[src/design/brfd_pkg.sv]
package brfd_pkg;

    localparam int DEPTH_DEFAULT    = 1024;
    localparam int MAX_READ_DEFAULT = 64;

    localparam int SIZE_W     = 11;
    localparam int BYTE_W     = 8;
    localparam int BCOUNT_W   = 10;
    localparam int REQ_W      = 7;
    localparam int FILL_OUT_W = 10;

    localparam int S_TDATA_W = 40;
    localparam int S_TUSER_W = 3;
    localparam int M_TDATA_W = 32;
    localparam int M_TUSER_W = 4;

    localparam logic [1:0] CMD_WRITE      = 2'd0;
    localparam logic [1:0] CMD_READ_COUNT = 2'd1;
    localparam logic [1:0] CMD_READ_DELIM = 2'd2;
    localparam logic [1:0] CMD_NONE       = 2'd3;

    localparam logic [1:0] STAT_OK       = 2'd0;
    localparam logic [1:0] STAT_REJECTED = 2'd1;
    localparam logic [1:0] STAT_EMPTY    = 2'd2;

    // Commands from the controller to the datapath.
    typedef struct packed {
        logic accept_single;
        logic start_read;
        logic emit_byte;
    } brfd_cmd_t;

    // Status from the datapath to the controller.
    typedef struct packed {
        logic [1:0] in_command;
        logic       req_zero;
        logic       fill_zero;
        logic       out_free;
        logic       read_last;
    } brfd_status_t;

endpackage

[src/design/brfd_ctrl.sv]
module brfd_ctrl (
    input  logic                  aclk,
    input  logic                  aresetn,
    input  logic                  s_tvalid,
    output logic                  s_tready,
    input  brfd_pkg::brfd_status_t dp_status,
    output brfd_pkg::brfd_cmd_t    ctrl_cmd
);
    import brfd_pkg::*;

    localparam logic [1:0] S_IDLE  = 2'd0;
    localparam logic [1:0] S_FETCH = 2'd1;
    localparam logic [1:0] S_SEND  = 2'd2;

    logic [1:0] state_reg;
    logic [1:0] state_next;
    logic       is_read;

    assign is_read = dp_status.in_command inside {CMD_READ_COUNT, CMD_READ_DELIM};

    always_comb begin
        ctrl_cmd   = '0;
        s_tready   = 1'b0;
        state_next = state_reg;
        case (state_reg)
            S_IDLE: begin
                s_tready = dp_status.out_free;
                if (s_tvalid && dp_status.out_free) begin
                    // Only a read that will return bytes needs the byte loop.
                    if (is_read && !dp_status.fill_zero && !dp_status.req_zero) begin
                        ctrl_cmd.start_read = 1'b1;
                        state_next          = S_FETCH;
                    end else begin
                        ctrl_cmd.accept_single = 1'b1;
                    end
                end
            end
            S_FETCH: begin
                state_next = S_SEND;
            end
            S_SEND: begin
                if (dp_status.out_free) begin
                    ctrl_cmd.emit_byte = 1'b1;
                    state_next = dp_status.read_last ? S_IDLE : S_FETCH;
                end
            end
            default: begin
                state_next = S_IDLE;
            end
        endcase
    end

    always_ff @(posedge aclk) begin
        if (!aresetn) begin
            state_reg <= S_IDLE;
        end else begin
            state_reg <= state_next;
        end
    end

endmodule

[config.mk]
export PLATFORM = sky130hd
export DESIGN_NAME = brfd_ctrl
export DESIGN_NICKNAME = d
export VERILOG_FILES = /design/src/design/brfd_pkg.sv /design/src/design/brfd_ctrl.sv
export SDC_FILE = /design/constraint.sdc
export NUM_CORES = 1
export LEC_CHECK = 0
export BUFFER_PORTS_ARGS = -buffer_cell sky130_fd_sc_hd__buf_2
export CAP_MARGIN = 20
export CELL_PAD_IN_SITES_DETAIL_PLACEMENT = 0
export CELL_PAD_IN_SITES_GLOBAL_PLACEMENT = 2
export CORE_AREA = 2 2 39 41
export CTS_CLUSTER_SIZE = 20
export DETAILED_ROUTE_END_ITERATION = 6
export DIE_AREA = 0 0 41 43
export PLACE_DENSITY = 0.51
export SETUP_SLACK_MARGIN = 0.1
export SLEW_MARGIN = 15
export SYNTH_ARGS = -nofsm -noshare
export SYNTH_HDL_FRONTEND = slang
export SYNTH_SLANG_ARGS = --single-unit
[constraint.sdc]
create_clock -name aclk -period 1 [get_ports aclk]
set_input_delay 0.1 -clock aclk [delete_from_list [all_inputs] [get_ports aclk]]
set_output_delay 0.1 -clock aclk [all_outputs]
set_load 0.005 [all_outputs]
# Yosys cells after proc, flatten, opt, wreduce, memory -nomap -nowiden
# Cells that the tools add are included.
# totals
regBits	2
input_bits	9
out_inout_bits	4
wordCells	28
# classes
n_eq_ne	7
muxes	12
reduce_logical	8
# ops
op	count
2-bit two-way mux	5
1-bit two-way mux	6
2-bit inequality test, second input constant	3
2-bit case mux with 3 select lines	1
2-bit by 1-bit == test with 1-bit output, second input constant	2
2-bit == test, second input constant	2
1-bit logical AND	3
3-bit AND reduction	1
1-bit zero test	2
2-bit zero test	1
2-bit nonzero test	1

# Logic depth before layout (Yosys ltp)
# Gate-level depths: netlist of run 1.
# logic_depth
word_depth	7
depth_mapped	3
ltp_nobuf	3

# Least setup slack after synthesis of run 1
# Ideal clock, no wire load.
# synth_path
path_kind	flip-flop to output port
start	register state_reg[0]
end	output port ctrl_cmd[2] (netlist name)
arrival_ns	0.807
t_required_ns	0.900
slack_ns	0.093
stages_incl_launch_ff	4
path_buffers	0
cell_sequence	dfxtp_1 nand2b_1 nor2_1 and3_1
# synth_rtl
element	line	text
from (decl)	brfd_ctrl.sv:15	logic [1:0] state_reg;
from (signal assigned)	brfd_ctrl.sv:57	state_reg <= state_next;
to (decl)	brfd_ctrl.sv:7	output brfd_pkg::brfd_cmd_t ctrl_cmd

==> results.txt, run 1 <==
Slew @ Worst Pin - 168 ps
Largest register FFs - 2
Comb pwr share - 20.7%
Worst Min Path Start - dp_status[0]
die extent in x - 41 um
Ys Warns - 0
reg-to-reg critical path startpoint - state_reg[0]
DRC - 0
initial drt markers - 5
DR vias/cell - 3.74
Internal - 0.000251 W
failing checks - setup timing
Layout area overhead - 102%
WP data required - 900 ps
Detailed Place HPWL - 358 um
#FFs+latches synth - 2
Post-Syn Area - 156 sq um
Avg Cell Area, Syn - 9.20 sq um
total grt overflow - 0
worst hold slack - 127 ps
num rows - 14
fin nets - 45
first-pass GRT wire length - 752 um
worst setup margin - -137 ps
hold_buf cts - 0
CTS tree - yes
Worst Hold Class - in -> reg
worst skew pair latency - 230 ps
Initial Util - 11.3%
startpoint types - flop
Filler cells - 163
Die Y - 43 um
wire per inst - 9.38 um
IO buf count - 12
largest net degree at the start of global routing - 7
Mapped Cells - 17
maximum clock frequency - 879 MHz
initial antenna violation count - 0
part of the power in the clock network - 55.5%
Final Cell Area - 317 sq um
status - complete, but fails checks
Detail Route Antenna Nets - 0
Power Density - 1040 mW/mm^2
GP Congestion - 0.647
CP arrival - 1040 ps
switching share of power - 23.7%
ys async rst share - 0%
Final Critical Period - 1140 ps
register area share after synthesis - 25.6%
Slew Limit Fails - 0
clock buffer depth - 2
sequential share of power - 23.7%
Yosys top cell area share - 25.6%
Tot GR Track Use - 7.11%
Post-synth top cells - dfxtp_1 (2), nand4b_1 (2), nor2_1 (2), nor2b_1 (2)
Worst Hold Path EP - state_reg[0]
ant diodes - 0
EDFF count, synth - 0
top post-synthesis cells by area - dfxtp_1 (26%), nor4_4 (14%), nand4b_1 (11%)
# H-tree levels - 1
cell type with the highest aggregate area in the netlist - dfxtp_1
WS Path Type - reg -> out
Hold Fails Final Rpt - 0
placed cell area - 246 sq um
share of cells above drive strength 1 - 70.6%
r2r setup slk - 40 ps
max-cap violations - 0
CTS buffer count - 3
Final period util - 114%
FF-to-FF path depth - 5
Distinct cells, synth - 13
Total Wirelength - 469 um
critical-path cell list - nand2b_4 -> nor2_4 -> and3_1 -> buf_2
Final setup viols - 4
LEAKAGE - 0.142 nW
die area - 0.00176 sq mm
Psw - 0.0000780 W
Worst Hold Depth - 3
Mapped Nets - 26
slowest stage delay, CP - 330 ps
core region area - 0.00138 sq mm
critical path endpoint category - primary output
clock skew - 4.58 ps
RSZ-0062 raised after global routing - true
worst r2r dst - state_reg[0]
drt pass-1 iters - 2
number of global-route vias before repair - 186
clock net sink count - 2
clk root buf - clkbuf_4
crit-path max FO - 2
I/O pin count - 13
vias - 187
Max VDD drop - 133 uV
Post-synth top flop - dfxtp_1
Slowest-stage cell, CP - dfxtp_4
Clk pin slew, worst setup/hold paths - 30 ps
Max-slew headroom - 88.7%
-- per-stage QoR --
stage / instances / setup TNS (ps) / utilization (%) / worst slack [ps] / power [W]
2_1_floorplan: 17 / 0 / - / 141 / 0.000112
3_3_place_gp: 45 / -170 / 17.8 / -110 / 0.000139
3_5_place_dp: 45 / -182 / 17.8 / -116 / 0.000140
4_1_cts: 48 / -392 / 21.1 / -148 / 0.000340
5_1_grt: 50 / -557 / 22.9 / -208 / 0.000358
6_report: 50 / -353 / 22.9 / -137 / 0.000329
-- per-layer routing --
layer  GRT usage, %  part of all wire, %
met1           8.28                   45
met2           8.44                   42
met3           3.14                   13
met4           8.00                    0
met5              0                    0
-- cells by family (layout without fill, tap and decap cells) --
group	Yosys count	in the layout	synth area share (%)
buf+inv	1	18	2.40
simple gates	11	11	56.8
xor+xnor	1	1	5.60
flops	2	2	25.6
mux	1	1	6.40
compound gates	1	1	3.20
-- area by class of cell --
cell class                      instances  area (sq um)  share of cell area [%]
Multi-Input combinational cell         14           135                    42.7
Timing Repair Buffer                   14          87.6                    27.7
Sequential cell                         2          47.5                    15.0
Clock buffer                            3          22.5                    7.11
Tap cell                               16          20.0                    6.32
Inverter                                1          3.75                    1.19
-- how the worst max path moves through the flow --
stage	from	end	cells after the start
6_report	state_reg[0]	ctrl_cmd[2]	4
5_1_grt	state_reg[0]	ctrl_cmd[2]	4
4_1_cts	state_reg[0]	ctrl_cmd[2]	4
3_5_place_dp	dp_status[5]	ctrl_cmd[1]	5
3_3_place_gp	dp_status[5]	ctrl_cmd[1]	5
2_1_floorplan	dp_status[4]	ctrl_cmd[1]	3
-- power by group through the flow --
stage	sequential, W	combinational, W	clock (W)
floorplan	0.0000836	0.0000283	0
finish	0.0000781	0.0000681	0.000183
global placement	0.0000838	0.0000548	0
CTS	0.0000807	0.0000619	0.000198
global route	0.0000781	0.0000745	0.000205
detailed placement	0.0000839	0.0000559	0
-- critical path: cells and delay by family (launching register included) --
kind | cells | cell delay (ps)
flip-flops | 1 | 330
AND/OR/NAND/NOR | 3 | 380
buffers and inverters | 1 | 100
-- layout by cell type (no fill, tap or decap) --
cell type   n
nor2_4      1
nor2b_1     1
or3_4       1
nor2_1      1
nor2b_4     1
and3_1      1
o21ai_1     1
clkbuf_4    3
and2_1      1
dfxtp_4     2
nor4_4      1
xnor2_1     1
inv_1       1
mux2i_1     1
buf_2      10
buf_4       2
nand4b_1    2
buf_6       2
nand2b_4    1
-- what timing repair did --
action	4_1_cts	5_1_grt
hold endpoints to repair	0	0
gates resized for setup	6	3
pin swaps	3	1
buffers inserted	0	2
cloned	0	0
endpoints found under the setup margin	4	5
Power figures use the tool's default switching activity.
==> run 2: changes to the inputs <==
--- a/config.mk
+++ b/config.mk
@@ -10,11 +10,11 @@
 export CELL_PAD_IN_SITES_DETAIL_PLACEMENT = 0
 export CELL_PAD_IN_SITES_GLOBAL_PLACEMENT = 2
 export CORE_AREA = 2 2 39 41
-export CTS_CLUSTER_SIZE = 20
 export DETAILED_ROUTE_END_ITERATION = 6
 export DIE_AREA = 0 0 41 43
 export PLACE_DENSITY = 0.51
 export SETUP_SLACK_MARGIN = 0.1
+export SKIP_CTS_REPAIR_TIMING = 1
 export SLEW_MARGIN = 15
 export SYNTH_ARGS = -nofsm -noshare
 export SYNTH_HDL_FRONTEND = slang
==> results.txt, run 2 (synthesis gave the netlist of run 1 again) <==
dpl cells - 45 (unchanged)
Detail Route Antenna Nets - 0 (unchanged)
vias - 190 (+1.6%)
Final period util - 115% (+1.8 points)
Power Total - 0.000332 W (+0.88%)
sequential share of power - 23.5% (-0.2 points)
drt pass-1 iters - 2 (unchanged)
startpoint types - flop
final setup TNS - -402 ps (-48.5 ps)
Slew @ Worst Pin - 168 ps (+0.00143 ps)
Filler cells - 152 (-6.7%)
clock net sink count - 2 (unchanged)
clock skew - 4.19 ps (-0.385 ps)
fin util - 23.3% (+0.45 points)
crit-path max FO - 2 (unchanged)
Final Cell Area - 323 sq um (+2.0%)
FF-to-FF path depth - 5 (unchanged)
critical path endpoint category - primary output
Internal - 0.000252 W (+0.37%)
Comb pwr share - 21.5% (+0.8 points)
failing checks - setup timing
GP Congestion - 0.647 (unchanged)
Worst Hold Depth - 3 (unchanged)
Hold Fails Final Rpt - 0 (unchanged)
CTS buffer count - 3 (unchanged)
worst r2r dst - state_reg[0]
Max-slew headroom - 88.7% (about the same)
Worst Min Path Start - dp_status[0]
WP data required - 900 ps (about the same)
WS Path Type - reg -> out
Power Density - 1030 mW/mm^2 (-1.1%)
Final setup viols - 4 (unchanged)
Initial Util - 11.3% (unchanged)
# H-tree levels - 1 (unchanged)
worst skew pair latency - 230 ps (about the same)
clock buffer depth - 2 (unchanged)
wire per inst - 9.24 um (-1.5%)
maximum clock frequency - 866 MHz (-1.5%)
switching share of power - 24.1% (+0.39 points)
Psw - 0.0000800 W (+2.5%)
status - complete, but fails checks
CTS tree - yes
initial antenna violation count - 0 (unchanged)
Clk pin slew, worst setup/hold paths - 30 ps (about the same)
die area - 0.00176 sq mm (unchanged)
Worst Hold Class - in -> reg
Worst Hold Path EP - state_reg[0]
Tot GR Track Use - 7.11% (unchanged)
most common cell after layout, fill and taps aside - buf_2
largest net degree at the start of global routing - 7 (unchanged)
RSZ-0062 raised after global routing - true
LEAKAGE - 0.140 nW (-1.7%)
DR vias/cell - 3.80 (+1.6%)
CP arrival - 1050 ps (about the same)
num rows - 14 (unchanged)
Final Critical Period - 1150 ps (+17.8 ps)
fin nets - 45 (unchanged)
Largest register FFs - 2 (unchanged)
Max VDD drop - 156 uV (+17%)
placed cell area - 246 sq um (unchanged)
Layout area overhead - 106%
r2r setup slk - 30 ps (about the same)
most frequent cells in the layout - buf_2 (11), clkbuf_4 (3)
ant diodes - 0 (unchanged)
Slew Limit Fails - 0 (unchanged)
max-cap violations - 0 (unchanged)
die extent in x - 41 um (unchanged)
reg-to-reg critical path startpoint - state_reg[0]
part of the power in the clock network - 54.9% (-0.6 points)
DRC - 0 (unchanged)
non-filler instance count after layout - 50 (unchanged)
core region area - 0.00138 sq mm (unchanged)
clk root buf - clkbuf_4
I/O pin count - 13 (unchanged)
total grt overflow - 0 (unchanged)
worst setup margin - -155 ps (-17.8 ps)
Detailed Place HPWL - 358 um (unchanged)
initial drt markers - 4 (-1)
share of cells above drive strength 1 - 76.5% (+5.9 points)
Total Wirelength - 462 um (-1.5%)
IO buf count - 12 (unchanged)
number of global-route vias before repair - 186 (unchanged)
Die Y - 43 um (unchanged)
first-pass GRT wire length - 752 um (unchanged)
run 2: cell counts in the layout (fill, tap and decap cells not counted):
No cell type changed its count.
run 2: critical path: stages (launching register included):
cell and delay (ps):
dfxtp_4 330, nand2b_4 160, nor2_4 80, and3_4 170, buf_6 90
run 2: routing by layer:
metal	track usage, %	up-vias	routed length (um)
li1	-	95	-
met1	8.28	82	209
met2	8.44	13	195
met3	3.14	0	56
met4	8.00	0	0
met5	0	-	0
run 2: area by class of cell:
cell class / instances / area, sq um / area share, %
Clock buffer: 3 / 22.5 / 6.98
Multi-Input combinational cell: 14 / 148 / 45.7
Sequential cell: 2 / 47.5 / 14.7
Tap cell: 16 / 20.0 / 6.20
Timing Repair Buffer: 14 / 81.3 / 25.2
Inverter: 1 / 3.75 / 1.16
run 2: worst max path at each step:
stage / start / end / slack, ps / cells past startpoint
CTS: state_reg[0] / ctrl_cmd[2] / -210 / 4
finish: state_reg[0] / ctrl_cmd[2] / -150 / 4
global route: state_reg[0] / ctrl_cmd[2] / -210 / 4
floorplan: dp_status[4] / ctrl_cmd[1] / 140 / 3
detailed placement: dp_status[5] / ctrl_cmd[1] / -120 / 5
global placement: dp_status[5] / ctrl_cmd[1] / -110 / 5
run 2: metrics by stage:
step	hold slack, ps	setup slack, ps
final	124	-155
after floorplan	228	141
after detailed placement	366	-116
after global placement	352	-110
after CTS	125	-208
after global routing	130	-207
run 2: power groups by stage:
stage / clock (W) / sequential [W] / combinational, W
2_1_floorplan: 0 / 0.0000836 / 0.0000283
3_3_place_gp: 0 / 0.0000838 / 0.0000548
3_5_place_dp: 0 / 0.0000839 / 0.0000559
4_1_cts: 0.000198 / 0.0000829 / 0.0000559
5_1_grt: 0.000205 / 0.0000781 / 0.0000783
6_report: 0.000182 / 0.0000781 / 0.0000714
